[src/sv/ewl_pkg.sv]
// Package for the wear-leveling ring: types, codes and constants.
package ewl_pkg;

	localparam int RING_DEPTH_DEF = 16;
	localparam logic [7:0] ERASED = 8'hFF;
	localparam logic [4:0] RING_SIZE_RST = 5'd16;
	localparam logic REG_RING_SIZE = 1'b0;

	localparam logic [1:0] MODE_WRITE = 2'd0;
	localparam logic [1:0] MODE_READ = 2'd1;
	localparam logic [1:0] MODE_FIND = 2'd2;

	typedef struct packed {
		logic [1:0] mode;
		logic [7:0] data_in;
	} cmd_item_t;

	typedef struct packed {
		logic [7:0] read_data;
		logic [3:0] pointer_index;
		logic       data_written;
	} rsp_item_t;

	typedef struct packed {
		logic [8:0] sum;
		logic       eq;
		logic       ge;
	} unit_res_t;

	typedef enum logic [3:0] {
		S_IDLE,
		S_W_RD,
		S_W_UPD,
		S_W_NXT,
		S_R_RD,
		S_R_DAT,
		S_F_START,
		S_F_LOAD,
		S_F_CHK,
		S_F_CMP,
		S_DONE
	} state_t;

endpackage

[src/sv/ewl_ram.sv]
// Byte store with per-entry valid bits; unwritten entries read as erased.
module ewl_ram import ewl_pkg::*; #(
	parameter int DEPTH = RING_DEPTH_DEF,
	parameter int AW = $clog2(RING_DEPTH_DEF)
) (
	input  logic          clk,
	input  logic          arst_n,
	input  logic          we,
	input  logic [AW-1:0] waddr,
	input  logic [7:0]    wdata,
	input  logic [AW-1:0] raddr,
	output logic [7:0]    rdata
);

	logic [7:0]       mem [DEPTH];
	logic [DEPTH-1:0] valid_q;
	logic [7:0]       rd_q;
	logic             rv_q;

	always_ff @(posedge clk) begin
		if (we) begin
			mem[waddr] <= wdata;
		end
		rd_q <= mem[raddr];
	end

	always_ff @(posedge clk or negedge arst_n) begin
		if (!arst_n) begin
			valid_q <= '0;
			rv_q <= 1'b0;
		end else begin
			if (we) begin
				valid_q[waddr] <= 1'b1;
			end
			rv_q <= valid_q[raddr];
		end
	end

	assign rdata = rv_q ? rd_q : ERASED;

endmodule

[src/sv/ewl_unit.sv]
// Shared increment and compare unit: a+1, equality with b, a+1 >= lim.
module ewl_unit import ewl_pkg::*; (
	input  logic [7:0] a,
	input  logic [7:0] b,
	input  logic [4:0] lim,
	output unit_res_t  res
);

	logic [8:0] sum;

	assign sum = {1'b0, a} + 9'd1;
	assign res.sum = sum;
	assign res.eq = (sum[7:0] == b);
	assign res.ge = (sum >= {4'b0, lim});

endmodule

[src/sv/eeprom_wear_level_ring_unit.sv]
// Top level of the wear-leveling ring: sequencer, stores and config port.
//
// Usage: commands enter on cmd (mode, data_in) under cmd_valid/cmd_stall and
// one response leaves on rsp (read_data, pointer_index, data_written) under
// rsp_valid/rsp_stall for every command. A transaction completes at a clock
// edge with valid high and stall low. The ring_size register (APB, address 0)
// sets the slots in use; the user must write it only while no command is in
// flight, as the block itself does not enforce this. All work runs through
// one increment/compare unit and one read port per store, so one command is
// in flight at a time; cmd_stall is high until its response has been moved
// into the output register, so the next command is taken only after that.
// A new command may be taken while that response waits on rsp_stall; the
// next response holds until it is taken. Reset clears the pointer, sets
// ring_size to 16 and marks both stores erased (0xFF) at once through their
// valid bits.
module eeprom_wear_level_ring_unit import ewl_pkg::*; #(
	parameter int RING_DEPTH = RING_DEPTH_DEF
) (
	input  logic        clk,
	input  logic        arst_n,
	input  logic        psel,
	input  logic        penable,
	input  logic        pwrite,
	input  logic [2:0]  paddr,
	input  logic [31:0] pwdata,
	output logic [31:0] prdata,
	output logic        pready,
	input  logic        cmd_valid,
	output logic        cmd_stall,
	input  cmd_item_t   cmd,
	output logic        rsp_valid,
	input  logic        rsp_stall,
	output rsp_item_t   rsp
);

	localparam int PW = $clog2(RING_DEPTH);

	state_t      state_q, state_d;
	logic [4:0]  ring_size_q;
	logic [4:0]  n_used;
	logic [7:0]  byte_q;
	logic [PW-1:0] ptr_q, scan_q, prev_slot, next_ptr, raddr;
	logic [7:0]  cur_q, st_q;
	rsp_item_t   res_q, out_q;
	logic        out_valid_q;
	logic        cmd_acc, out_load;
	logic [7:0]  unit_a, unit_b;
	unit_res_t   ures;
	logic [7:0]  data_rd, stat_rd;
	logic        data_we, stat_we;

	assign pready = 1'b1;
	assign prdata = (paddr[2] == REG_RING_SIZE) ? {27'b0, ring_size_q} : 32'b0;

	always_ff @(posedge clk or negedge arst_n) begin
		if (!arst_n) begin
			ring_size_q <= RING_SIZE_RST;
		end else if (psel && penable && pwrite && paddr[2] == REG_RING_SIZE) begin
			ring_size_q <= pwdata[4:0];
		end
	end

	always_comb begin
		if (ring_size_q == 5'd0) begin
			n_used = 5'd1;
		end else if (32'(ring_size_q) > RING_DEPTH) begin
			n_used = 5'(RING_DEPTH);
		end else begin
			n_used = ring_size_q;
		end
	end

	assign prev_slot = (ptr_q == '0) ? PW'(n_used - 5'd1) : ptr_q - PW'(1);
	assign next_ptr = ures.ge ? '0 : ures.sum[PW-1:0];

	assign cmd_stall = (state_q != S_IDLE);
	assign cmd_acc = cmd_valid && !cmd_stall;
	assign out_load = (state_q == S_DONE) && (!out_valid_q || !rsp_stall);
	assign rsp_valid = out_valid_q;
	assign rsp = out_q;

	ewl_unit u_unit (
		.a   (unit_a),
		.b   (unit_b),
		.lim (n_used),
		.res (ures)
	);

	ewl_ram #(.DEPTH(RING_DEPTH), .AW(PW)) u_data (
		.clk    (clk),
		.arst_n (arst_n),
		.we     (data_we),
		.waddr  (ptr_q),
		.wdata  (byte_q),
		.raddr  (raddr),
		.rdata  (data_rd)
	);

	ewl_ram #(.DEPTH(RING_DEPTH), .AW(PW)) u_status (
		.clk    (clk),
		.arst_n (arst_n),
		.we     (stat_we),
		.waddr  (next_ptr),
		.wdata  (st_q),
		.raddr  (raddr),
		.rdata  (stat_rd)
	);

	always_comb begin
		state_d = state_q;
		case (state_q)
			S_IDLE: begin
				if (cmd_acc) begin
					case (cmd.mode)
						MODE_WRITE: state_d = S_W_RD;
						MODE_READ:  state_d = S_R_RD;
						MODE_FIND:  state_d = S_F_START;
						default:    state_d = S_DONE;
					endcase
				end
			end
			S_W_RD:    state_d = S_W_UPD;
			S_W_UPD:   state_d = S_W_NXT;
			S_W_NXT:   state_d = S_DONE;
			S_R_RD:    state_d = S_R_DAT;
			S_R_DAT:   state_d = S_DONE;
			S_F_START: state_d = S_F_LOAD;
			S_F_LOAD:  state_d = S_F_CHK;
			S_F_CHK:   state_d = ures.ge ? S_DONE : S_F_CMP;
			S_F_CMP:   state_d = ures.eq ? S_F_CHK : S_DONE;
			S_DONE: begin
				if (out_load) begin
					state_d = S_IDLE;
				end
			end
			default:   state_d = S_IDLE;
		endcase
	end

	always_comb begin
		unit_a = 8'd0;
		unit_b = stat_rd;
		raddr = ptr_q;
		data_we = 1'b0;
		stat_we = 1'b0;
		case (state_q)
			S_W_UPD: begin
				unit_a = stat_rd;
				data_we = (data_rd != byte_q);
			end
			S_W_NXT: begin
				unit_a = 8'(ptr_q);
				stat_we = 1'b1;
			end
			S_R_RD:    raddr = prev_slot;
			S_F_START: raddr = '0;
			S_F_CHK: begin
				unit_a = 8'(scan_q);
				raddr = ures.sum[PW-1:0];
			end
			S_F_CMP:   unit_a = cur_q;
			default:   ;
		endcase
	end

	always_ff @(posedge clk or negedge arst_n) begin
		if (!arst_n) begin
			state_q <= S_IDLE;
			ptr_q <= '0;
			out_valid_q <= 1'b0;
		end else begin
			state_q <= state_d;
			if (out_load) begin
				out_valid_q <= 1'b1;
			end else if (!rsp_stall) begin
				out_valid_q <= 1'b0;
			end
			if (state_q == S_W_NXT) begin
				ptr_q <= next_ptr;
			end else if ((state_q == S_F_CHK && ures.ge) ||
					(state_q == S_F_CMP && !ures.eq)) begin
				ptr_q <= scan_q;
			end
		end
	end

	always_ff @(posedge clk) begin
		if (out_load) begin
			out_q <= res_q;
		end
		case (state_q)
			S_IDLE: begin
				if (cmd_acc) begin
					byte_q <= cmd.data_in;
					res_q <= '{read_data: 8'd0, pointer_index: 4'(ptr_q),
						data_written: 1'b0};
				end
			end
			S_W_UPD: begin
				st_q <= ures.sum[7:0];
				res_q.data_written <= (data_rd != byte_q);
			end
			S_W_NXT:   res_q.pointer_index <= 4'(next_ptr);
			S_R_DAT:   res_q.read_data <= data_rd;
			S_F_START: scan_q <= '0;
			S_F_LOAD:  cur_q <= stat_rd;
			S_F_CHK: begin
				if (ures.ge) begin
					res_q.pointer_index <= 4'(scan_q);
				end
			end
			S_F_CMP: begin
				if (ures.eq) begin
					scan_q <= scan_q + PW'(1);
					cur_q <= stat_rd;
				end else begin
					res_q.pointer_index <= 4'(scan_q);
				end
			end
			default: ;
		endcase
	end

endmodule

[config.mk]
export PLATFORM = sky130hd
export DESIGN_NAME = eeprom_wear_level_ring_unit
export DESIGN_NICKNAME = d
export VERILOG_FILES = /design/src/sv/ewl_pkg.sv /design/src/sv/ewl_ram.sv /design/src/sv/ewl_unit.sv /design/src/sv/eeprom_wear_level_ring_unit.sv
export SDC_FILE = /design/constraint.sdc
export NUM_CORES = 1
export LEC_CHECK = 0
export BUFFER_PORTS_ARGS = -buffer_cell sky130_fd_sc_hd__buf_2
export CELL_PAD_IN_SITES_DETAIL_PLACEMENT = 0
export CELL_PAD_IN_SITES_GLOBAL_PLACEMENT = 1
export CORE_MARGIN = 2
export CORE_UTILIZATION = 29
export CTS_CLUSTER_DIAMETER = 200
export DETAILED_ROUTE_END_ITERATION = 7
export PLACE_DENSITY_LB_ADDON = 0.1
export SLEW_MARGIN = 25
export SYNTH_ARGS = -nofsm -noshare
export SYNTH_HDL_FRONTEND = slang
export SYNTH_HIERARCHICAL = 1
export SYNTH_SLANG_ARGS = --single-unit
[constraint.sdc]
create_clock -name clk -period 4.5 [get_ports clk]
set_input_delay 0.9 -clock clk [delete_from_list [all_inputs] [get_ports clk]]
set_output_delay 0.9 -clock clk [all_outputs]
set_load 0.01 [all_outputs]
# After elaboration in Yosys (flattened, before gate mapping)
# Memory sizes are Yosys's and may differ from the RTL's. A register that Yosys moved wholly into a read port is not among the register bits.
# Index checks and enable logic that the tools add are counted.
# word_totals
elab_cells,131
reg_bits,102
n_memories,2
mem_bits_rw,256
output_inout_bits,48
inputBits,52
# mem_list
memory,depth,word_bits,rd,rd_clocked_by_memory_dff,wr,line_no,source
u_data.mem,16,8,1,1,1,ewl_ram.sv:15,logic [7:0] mem [DEPTH];
u_status.mem,16,8,1,1,1,ewl_ram.sv:15,
# classes
magnitude_cmp,7
add_sub_neg,4
n_reduce_logical,34
n_bitwise,3
eq_ne,20
n_mux,43
# op_table
op,count
4-bit case mux with 10 select lines,1
4-bit 2-to-1 mux,9
16-bit OR,2
8-bit case mux with 2 select lines,2
8-bit case mux with 4 select lines,1
8-bit 2-to-1 mux,3
4-bit case mux with 3 select lines,2
"4-bit by 3-bit equality test with 1-bit output, second input constant",4
4-bit case mux with 4 select lines,1
"4-bit by 5-bit less-than comparator with 1-bit output, second input constant",3
5-bit 2-to-1 mux,3
13-bit 2-to-1 mux,1
"4-bit equality test, second input constant",3
1-bit 2-to-1 mux,12
2-bit AND reduction,6
"2-bit inequality test, second input constant",5
2-bit nonzero test,5
"8-bit by 1-bit adder with 9-bit output, second input constant",1
9-bit by 5-bit >= comparator with 1-bit output,1
1-bit logical AND,9
1-bit binary-select mux with 4-bit select,2
1-bit demux with 4-bit select,2
"4-bit by 2-bit equality test with 1-bit output, second input constant",2
8-bit equality test,1
21 further kinds,30

# Depth between registers and ports, before layout
# Gate-level depths: netlist of run 1.
# depth
depth_word,10
mapped_depth,17
ltp_nobuf,15

# Cells and area by module
# Netlist of run 1, hierarchy kept.
# modules_own_cells
mod,cells_each,area_per_inst_um2,n_inst
ewl_ram (u_status),278,5859.4,1
ewl_ram (u_data),278,5851.9,1
eeprom_wear_level_ring_unit,285,3455.8,1
ewl_unit,51,394.1,1

# Least setup slack after synthesis of run 1
# No wires, ideal clock.
# synth_path
path_type,flip-flop to flip-flop
start,register state_q[2]
end,memory u_status.mem[12][0] (enable)
path_stages_with_launch,15
setup_ns,0.385
required_time_ns,4.115
t_arrival_ns,3.697
slack_ns,0.418
path_cell_list,dfrtp_1 > buf_2 > nor3_2 > nand2_1 > nand2_1 > nand3_1 > xor2_1 > inv_1 > ha_1 > o21ai_0 > a21oi_1 > or3_1 > nor2b_1 > nand3_1 > nor3_1
# synth_rtl
item,line_no,source
from (decl),eeprom_wear_level_ring_unit.sv:38,"state_t state_q, state_d;"
from (signal assigned),eeprom_wear_level_ring_unit.sv:172,state_q <= state_d;
to (decl),ewl_ram.sv:15,

==> results.md, run 1 <==
* Status: finished, final reports clean
* CP arrival at 4.54 ns
* # IOs at 100
* CTS tree: built
* Vias in the first global route at 8,433
* Die Footprint at 0.05550 mm^2
* Non-filler instance count after layout at 1,741
* Metal3 WL at 2.079 mm
* Endpoints failing setup at 0
* Reg area at 0.01083 mm^2
* Die W at 235.6 um
* WL met2 at 17.47 mm
* GR Util All Layers at 0.1398
* Final Max Tran Viols at 0
* Mapped Area at 0.01555 mm^2
* DRC errors left at 0
* Critical path origin: state_q[0]$_DFFE_PN0P_
* Clock transition at path regs at 0.06 ns
* Number of clock sinks at 374
* Pleak at 6.519 nW
* Mapped Cells at 890
* Starting Density at 0.2948
* Port Buffers at 42
* Die height at 235.6 um
* CTS max path bufs at 3
* Max cap viols at 0
* RR Startpoint: state_q[0]$_DFFE_PN0P_
* Dpl hpwl at 25.05 mm
* Met1 wire length at 18.16 mm
* Total gr overflow at 0
* Hold Vio Cnt, Final at 0
* Root buffer cell: clkbuf_16
* DRT Wirelength at 38.43 mm
* Setup TNS at 0 ns
* Total CTS buffers at 44
* Clock Latency Late Sink at 0.59 ns
* Pwr Total at 13.40 mW
* First-pass GRT wire length at 57.35 mm
* Initial antenna violation count at 0
* Req. time, crit path at 4.97 ns
* Detailed-route via count at 8,169
* Post-route ant nets at 0
* Largest net degree at the start of global routing at 30
* Placer Congestion at 0.7157
* CP Class: reg -> reg
* CP Cell Sequence: mux2_1 > a22oi_1 > nand2_1 > nand3_1 > xor2_1 > inv_1 > ha_1 > o21ai_0 > a21oi_1 > or3_1 > buf_4 > nor2b_1 > nand2b_1 > buf_4 > nor2_1 > buf_4 > or2_2
* First-pass DRT Iterations at 4
* Pwr per Cell Area at 731.8 mW/mm^2
* Synthesis-to-finish area growth at 17.72%
* Crit-path max cell delay at 0.65 ns
* Fill count at 5,045
* Site row count at 84
* Nets at 1,082
* Crit-path max FO at 14
* Syn_area_per_cell at 17.48 um^2
* Final Skew at 0.02270 ns
* Max_slew headroom at 0.3937
* Vias/cell at 4.692
* DRT iter0 DRCs at 529
* Area of the multi-input gates at 0.004285 mm^2
* Setup crit end kind: register
* Top Metal Used: met4
* VDD IR-drop max at 0.0003490 V
* Achievable frequency at 245.7 MHz
* Top delay family on crit path: simple AND/OR/NAND/NOR gates
* YS warnings at 6
* H-tree levels at 2
* CP Launch Type: register
* Tightest Hold Check Type: in -> async
* Slowest-stage cell, CP: dfrtp_1
* Buf/Inv on CP at 4
* Slew @ Worst Pin at 0.9061 ns
* Most frequent CP cell: buf_4
* ANT cells at 0
* Period Utilization, post-route at 0.9045
* Core box area at 0.05276 mm^2
* Share of layout cells above drive strength 1 at 0.2688
* Hold_buf cts at 0
* Placed Cells at 1,661
* WL/cell at 22.07 um
* Final Critical Period at 4.070 ns
final timing paths:
check | slack [ns] | cells after the start | end
worst max register to register | 0.43 | 17 | u_status/valid_q[10]$_DFFE_PN0P_
worst min-delay path | 0.36 | 1 | u_status/valid_q[0]$_DFFE_PN0P_
max in group asynchronous | 3.22 | 2 | ring_size_q[4]$_DFFE_PN1P_
min in group clk | 0.42 | 0 | rsp[5]$_DFFE_PP_
worst max-delay path | 0.43 | 17 | u_status/valid_q[10]$_DFFE_PN0P_
worst min register to register | 0.42 | 0 | rsp[5]$_DFFE_PP_
state kept, by name, summed over array words and instances, names as in the netlist:
register          cells
byte_q                8
cur_q                 8
ptr_q                 4
res_q                13
ring_size_q           5
rsp                  13
rsp_valid             1
scan_q                4
st_q                  8
state_q               4
u_data/mem          128
u_data/rd_q           8
u_data/rv_q           1
u_data/valid_q       16
u_status/mem        128
u_status/rd_q         8
u_status/rv_q         1
u_status/valid_q     16
cell usage in the layout, fill, tap and decap left out, types with 4 or more instances in the layout:
cell type / count
edfxtp_1: 310
buf_4: 78
dfrtp_1: 47
clkbuf_16: 44
a22oi_1: 42
buf_2: 42
mux4_2: 42
nor2_1: 41
or2_2: 33
nand2_1: 31
mux4_1: 30
conb_1: 28
nand2b_1: 23
nor3_1: 18
nor2b_1: 16
xor2_1: 16
dfxtp_1: 16
and2_1: 15
clkbuf_1: 13
inv_1: 12
ha_1: 11
a21oi_1: 8
a221o_1: 8
xnor2_1: 8
clkinv_2: 7
nor4_1: 6
o21ai_1: 6
nand3_1: 6
nand3b_1: 5
mux2_2: 5
a22o_1: 4
a21boi_0: 4
mux2i_1: 4
o21bai_1: 4
clkinv_1: 4
per-stage QoR:
stage | worst slack, ns | instance area [um^2] | utilization | hold slack [ns]
final | 0.4299 | 18310 | 0.3470 | 0.3564
after floorplan | 0.4182 | 15650 | - | 0.4003
after global placement | 0.1567 | 16870 | 0.3198 | 0.4078
after global routing | -0.004096 | 18310 | 0.3470 | 0.4044
after CTS | 0.1468 | 18300 | 0.3468 | 0.3599
after detailed placement | 0.1775 | 16870 | 0.3198 | 0.4107
final cells by class:
type	count	area share
repair buffers	123	0.04674
flip-flops and latches	374	0.5916
multi-input cells	463	0.2340
clock inverters	20	0.01278
clock buffers	60	0.06505
well taps	688	0.04701
inverters	13	0.002802
report_power, final:
group	internal (mW)	switching [mW]
combinational	2.19	2.75
clock	2.05	1.45
sequential	4.53	0.428
total	8.77	4.63
metal layers:
metal / vias to the layer above / global-route usage
li1: 3704 / -
met4: 0 / 0.03802
met5: - / 0
met2: 171 / 0.2150
met3: 46 / 0.02849
met1: 4248 / 0.2008
timing repair:
item,in CTS,in global routing
hold endpoints to repair,0,0
setup buffers,0,0
setup endpoints to repair,0,9
gates resized for setup,0,2
No activity file was read; power rests on OpenSTA's default activity.
==> inputs of run 2 (changes only) <==
- PLACE_DENSITY: default -> 0.55
- PLACE_DENSITY_LB_ADDON: 0.1 -> default
==> run 2 against run 1 <==
Total power is 6.0% lower. Sequential cell count stayed put. Count of clock-buffer cells in the layout shrank 7. Register-to-register slack lost 0.12 ns. First-iteration DRC count increased by 1.1%. Critical endpoint is now u_status/mem[8][6]$_DFFE_PP_. Largest power group unchanged.
==> results.md, run 2 (synthesis gave the netlist of run 1 again) <==
* Port Buffers at 42 (unchanged)
* Commonest non-fill, non-tap cell in the layout: edfxtp_1 (unchanged)
* Die Footprint at 0.05550 mm^2 (unchanged)
* VDD IR-drop max at 0.0004522 V (was 0.0003490 V)
* H-tree levels at 2 (unchanged)
* Nets at 1,050 (was 1,082)
* Site row count at 84 (unchanged)
* Total CTS buffers at 40 (was 44)
* Detailed-route via count at 8,026 (was 8,169)
* Pwr per Cell Area at 703.7 mW/mm^2 (was 731.8 mW/mm^2)
* ANT cells at 0 (unchanged)
* Largest net degree at the start of global routing at 73 (was 30)
* CP arrival at 4.44 ns (was 4.54 ns)
* Root buffer cell: clkbuf_16 (unchanged)
* Endpoints failing setup at 0 (unchanged)
* Final Skew at 0.01841 ns (was 0.02270 ns)
* Initial antenna violation count at 0 (unchanged)
* Dpl hpwl at 22.26 mm (was 25.05 mm)
* Pleak at 6.289 nW (was 6.519 nW)
* Top flop regs: u_data/mem (128), u_status/mem (128) (unchanged)
* # resized after CTS at 0 (unchanged)
* Final Util at 0.3395 (was 0.3470)
* DRT iter0 DRCs at 535 (was 529)
* Final Max Tran Viols at 0 (unchanged)
* Setup crit end kind: register (unchanged)
* DRT Wirelength at 35.06 mm (was 38.43 mm)
* Clock transition at path regs at 0.06 ns (about the same)
* Setup Buffers After CTS at 0 (unchanged)
* CP Launch Type: register (unchanged)
* Achievable frequency at 238.5 MHz (was 245.7 MHz)
* First-pass DRT Iterations at 4 (unchanged)
* Final Critical Period at 4.192 ns (was 4.070 ns)
* Slew @ Worst Pin at 0.9870 ns (was 0.9061 ns)
* RSZ-0062 raised after global routing: no
* Clock Latency Late Sink at 0.57 ns (was 0.59 ns)
* Starting Density at 0.2948 (unchanged)
* GR Util All Layers at 0.1270 (was 0.1398)
* Req. time, crit path at 4.75 ns (was 4.97 ns)
* Final WS setup at 0.3080 ns (was 0.4299 ns)
* DRC errors left at 0 (unchanged)
* WL/cell at 20.55 um (was 22.07 um)
* Placer Congestion at 0.7651 (was 0.7157)
* Die height at 235.6 um (unchanged)
* Core box area at 0.05276 mm^2 (unchanged)
* Period Utilization, post-route at 0.9316 (was 0.9045)
* Tightest Hold Check Type: reg -> reg (was in -> async)
* Number of clock sinks at 374 (unchanged)
* Most frequent cells in the layout: edfxtp_1 (310), buf_4 (52), dfrtp_1 (47), nor2_1 (43) (was edfxtp_1 (310), buf_4 (78), dfrtp_1 (47), clkbuf_16 (44))
* Fill count at 5,053 (was 5,045)
* Max cap viols at 0 (unchanged)
* CTS max path bufs at 3 (unchanged)
* Hold_buf cts at 0 (unchanged)
* CP Class: reg -> reg (unchanged)
* CTS tree: built (unchanged)
* Placement Setup Slack at 0.3042 ns (was 0.1775 ns)
* Hold Vio Cnt, Final at 0 (unchanged)
* Status: finished, final reports clean (unchanged)
* Vias/cell at 4.705 (was 4.692)
* Share of layout cells above drive strength 1 at 0.2446 (was 0.2688)
* Post-route ant nets at 0 (unchanged)
* Crit-path max FO at 9 (was 14)
* Vias in the first global route at 8,228 (was 8,433)
* Synthesis-to-finish area growth at 15.15% (was 17.72%)
* First-pass GRT wire length at 52.75 mm (was 57.35 mm)
* Die W at 235.6 um (unchanged)
* # IOs at 100 (unchanged)
* Max_slew headroom at 0.3395 (was 0.3937)
* Total gr overflow at 0 (unchanged)
* Setup TNS at 0 ns (unchanged)
-- run 2: final timing paths --
check,from,endpoint,slack (ns),cells after the start
hold / removal,res_q[12]$_SDFFCE_PN0P_,rsp[12]$_DFFE_PP_,0.42,0
max in group asynchronous,arst_n,u_data/valid_q[12]$_DFFE_PN0P_,3.51,2
min in group asynchronous,arst_n,u_data/valid_q[4]$_DFFE_PN0P_,0.49,2
setup / recovery,state_q[3]$_DFFE_PN0P_,u_status/mem[8][6]$_DFFE_PP_,0.31,15
setup reg to reg,state_q[3]$_DFFE_PN0P_,u_status/mem[8][6]$_DFFE_PP_,0.31,15
hold reg to reg,res_q[12]$_SDFFCE_PN0P_,rsp[12]$_DFFE_PP_,0.42,0
-- run 2: power breakdown --
group	internal, mW	switching, mW	leakage, nW	total (mW)
combinational	2.01	2.46	2.14	4.47
sequential	4.53	0.449	3.55	4.98
clock	1.80	1.36	0.605	3.16
-- run 2: cell type report --
type	count	area, um^2	share of cell area
inverter	13	51.30	0.002864
sequential	374	10830	0.6048
timing repair buffer	95	620.6	0.03465
clock inverter	20	167.7	0.009361
tap	688	860.8	0.04806
multi-input combinational	463	4278	0.2389
clock buffer	53	1100	0.06141
-- run 2: stage by stage --
stage	total power, mW	hold slack [ns]	std cells	instance area [um^2]
2_1_floorplan	8.243	0.4003	916	15650
3_5_place_dp	9.587	0.4052	1633	16640
4_1_cts	12.80	0.4194	1706	17910
5_1_grt	13.36	0.4225	1706	17910
3_3_place_gp	9.579	0.4081	1633	16640
6_report	12.60	0.4194	1706	17910
-- run 2: metal layers --
metal / share of wire / up-vias / global-route usage
li1: - / 3638 / -
met1: 0.47 / 4175 / 0.1755
met2: 0.47 / 165 / 0.2052
met3: 0.040 / 48 / 0.02392
met4: 0.020 / 0 / 0.03455
met5: 0 / - / 0
-- run 2: critical path: stages, from the launching register on --
cell and delay [ns]:
dfrtp_1 0.48, and2b_1 0.26, a22oi_1 0.20, nor3_1 0.07, a221o_2 0.41, nand3_1 0.13, xor2_1 0.24, inv_1 0.16
ha_1 0.30, o21ai_0 0.16, a21oi_1 0.06, or3_1 0.45, nor2b_1 0.33, nand3b_1 0.20, nor3_1 0.19, buf_4 0.24
==> inputs of run 3 (changes only) <==
- CELL_PAD_IN_SITES_DETAIL_PLACEMENT: 0 -> default
- CELL_PAD_IN_SITES_GLOBAL_PLACEMENT: 1 -> default
- PLACE_DENSITY: 0.55 -> 0.5
==> run 3 against run 2 <==
First-iteration DRC count grew 6.2%. Largest cell class unchanged. Final area increased by 0.54%. Final cell count is 0.41% higher. Critical path type unchanged. Global-route usage shrank 0.17 points. Non-clock buffer count grew 7. Highest routed layer unchanged. Maximum frequency is 3.4% higher.
==> results.md, run 3 (synthesis gave the netlist of run 1 again) <==
* Metal3 WL at 1.613 mm (was 1.418 mm)
* Fill count at 5,029 (was 5,053)
* Pwr per Cell Area at 709.1 mW/mm^2 (was 703.7 mW/mm^2)
* Dpl hpwl at 22.20 mm (was 22.26 mm)
* Post-route ant nets at 0 (unchanged)
* Final Skew at 0.01603 ns (was 0.01841 ns)
* Number of clock sinks at 374 (unchanged)
* DRT iter0 DRCs at 568 (was 535)
* WL met2 at 15.96 mm (was 16.42 mm)
* Gate power share at 0.362 (was 0.355)
* Core box area at 0.05276 mm^2 (unchanged)
* Die Footprint at 0.05550 mm^2 (unchanged)
* CTS tree: built (unchanged)
* Internal at 8.504 mW (was 8.336 mW)
* Detailed-route via count at 8,075 (was 8,026)
* Final WS setup at 0.4474 ns (was 0.3080 ns)
* Setup TNS at 0 ns (unchanged)
* Hold Vio Cnt, Final at 0 (unchanged)
* Design Area, Final at 0.01801 mm^2 (was 0.01791 mm^2)
* Synthesis-to-finish area growth at 15.77% (was 15.15%)
* Met1 wire length at 16.12 mm (was 16.52 mm)
* Achievable frequency at 246.8 MHz (was 238.5 MHz)
* DRT Wirelength at 34.41 mm (was 35.06 mm)
* Tightest Hold Check Type: reg -> reg (unchanged)
* Total gr overflow at 0 (unchanged)
* Commonest non-fill, non-tap cell in the layout: edfxtp_1 (unchanged)
* Root buffer cell: clkbuf_16 (unchanged)
* Slew @ Worst Pin at 0.9634 ns (was 0.9870 ns)
* Starting Density at 0.2948 (unchanged)
* DRC errors left at 0 (unchanged)
* CP Launch Type: register (unchanged)
* Top Metal Used: met4 (unchanged)
* Site row count at 84 (unchanged)
* Req. time, crit path at 4.74 ns (was 4.75 ns)
* Max cap viols at 0 (unchanged)
* CTS max path bufs at 3 (unchanged)
* First-pass DRT Iterations at 5 (was 4)
* Setup crit end kind: register (unchanged)
* Final Critical Period at 4.053 ns (was 4.192 ns)
* WL/cell at 20.08 um (was 20.55 um)
* Crit-path max FO at 9 (unchanged)
* Initial antenna violation count at 0 (unchanged)
* Final Max Tran Viols at 0 (unchanged)
* Status: finished, final reports clean (unchanged)
* ANT cells at 0 (unchanged)
* H-tree levels at 2 (unchanged)
* Hold_buf cts at 0 (unchanged)
* CP arrival at 4.30 ns (was 4.44 ns)
* Vias/cell at 4.714 (was 4.705)
* Endpoints failing setup at 0 (unchanged)
* Clock Latency Late Sink at 0.55 ns (was 0.57 ns)
* Die height at 235.6 um (unchanged)
* Vias in the first global route at 8,447 (was 8,228)
* Part of the power in registers at 0.387 (was 0.395)
* Pleak at 6.354 nW (was 6.289 nW)
* Port Buffers at 42 (unchanged)
* Share of layout cells above drive strength 1 at 0.2488 (was 0.2446)
* CP Class: reg -> reg (unchanged)
* Placer Congestion at 0.7943 (was 0.7651)
* Sw Ratio at 0.3340 (was 0.3385)
* Nets at 1,057 (was 1,050)
* First-pass GRT wire length at 52.83 mm (was 52.75 mm)
* Post-Place Cell Area at 0.01672 mm^2 (was 0.01664 mm^2)
* VDD IR-drop max at 0.0003184 V (was 0.0004522 V)
* Largest net degree at the start of global routing at 49 (was 73)
* Max_slew headroom at 0.3554 (was 0.3395)
* Clock transition at path regs at 0.06 ns (about the same)
* Placement Setup Slack at 0.2940 ns (was 0.3042 ns)
* Total CTS buffers at 40 (unchanged)
* Period Utilization, post-route at 0.9006 (was 0.9316)
* Psw at 4.264 mW (was 4.266 mW)
* Die W at 235.6 um (unchanged)
* GR Util All Layers at 0.1253 (was 0.1270)
* RSZ-0062 raised after global routing: no (unchanged)
* Setup Buffers After CTS at 0 (unchanged)
* # IOs at 100 (unchanged)
* Top flop regs: u_data/mem (128), u_status/mem (128) (unchanged)
* Clock network power share at 0.251 (about the same)
* Most frequent cells in the layout: edfxtp_1 (310), buf_4 (57), dfrtp_1 (47), nor2_1 (43) (was edfxtp_1 (310), buf_4 (52), dfrtp_1 (47), nor2_1 (43))
run 3: final cells by class:
cell class / count / area, um^2 / share of cell area
inverters: 13 / 51.30 / 0.002849
clock inverters: 12 / 120.1 / 0.006671
well taps: 688 / 860.8 / 0.04781
multi-input cells: 463 / 4284 / 0.2379
clock buffers: 61 / 1160 / 0.06442
repair buffers: 102 / 698.2 / 0.03877
flip-flops and latches: 374 / 10830 / 0.6016
run 3: critical path, stage by stage, from the launching register on:
cell      delay [ns]
dfrtp_1         0.47
and2b_1         0.26
a22oi_1         0.20
nor3_1          0.06
a221o_1         0.36
ha_1            0.29
nand3_1         0.14
xnor2_1         0.12
ha_1            0.22
nor3_1          0.18
nand2_1         0.10
or3_4           0.43
nor2b_2         0.29
nand3b_1        0.19
nor3_1          0.17
buf_4           0.24
run 3: metrics by stage:
| step | power [mW] | util | cells | hold WS [ns] |
|---|---|---|---|---|
| 6_report | 12.77 | 0.3413 | 1713 | 0.4210 |
| 5_1_grt | 13.52 | 0.3413 | 1713 | 0.4279 |
| 4_1_cts | 12.93 | 0.3411 | 1713 | 0.4227 |
| 3_5_place_dp | 9.671 | 0.3169 | 1640 | 0.4071 |
| 3_3_place_gp | 9.627 | 0.3168 | 1640 | 0.4062 |
| 2_1_floorplan | 8.243 | - | 916 | 0.4003 |
run 3: routing by layer:
metal	global-route usage	up-vias
met1	0.1741	4182
li1	-	3657
met5	0	-
met3	0.02474	54
met4	0.03629	0
met2	0.1994	182
run 3: final timing paths:
kind                                              from                               to  slack (ns)  cells after the start
worst max-delay path            state_q[3]$_DFFE_PN0P_     u_status/mem[4][7]$_DFFE_PP_        0.45                     15
worst min-delay path                res_q[1]$_DFFE_PP_                 rsp[1]$_DFFE_PP_        0.42                      0
worst max register to register  state_q[3]$_DFFE_PN0P_     u_status/mem[4][7]$_DFFE_PP_        0.45                     15
worst min register to register      res_q[1]$_DFFE_PP_                 rsp[1]$_DFFE_PP_        0.42                      0
max in group asynchronous                       arst_n       ring_size_q[0]$_DFFE_PN0P_        3.51                      2
min in group asynchronous                       arst_n  u_status/valid_q[0]$_DFFE_PN0P_        0.50                      2
run 3: timing repair:
action | in CTS | in global routing
resized for setup | 0 | 2
endpoints found under the hold margin | 0 | 0
setup endpoints to repair | 0 | 77
run 3: power by group through the flow:
| stage | Combinational [mW] | Clock, mW | Sequential (mW) |
|---|---|---|---|
| after CTS | 4.67 | 3.30 | 4.96 |
| after floorplan | 3.42 | 0 | 4.82 |
| after detailed placement | 4.65 | 0 | 5.02 |
| final | 4.62 | 3.20 | 4.95 |
| after global routing | 5.05 | 3.44 | 5.03 |
| after global placement | 4.63 | 0 | 5.00 |
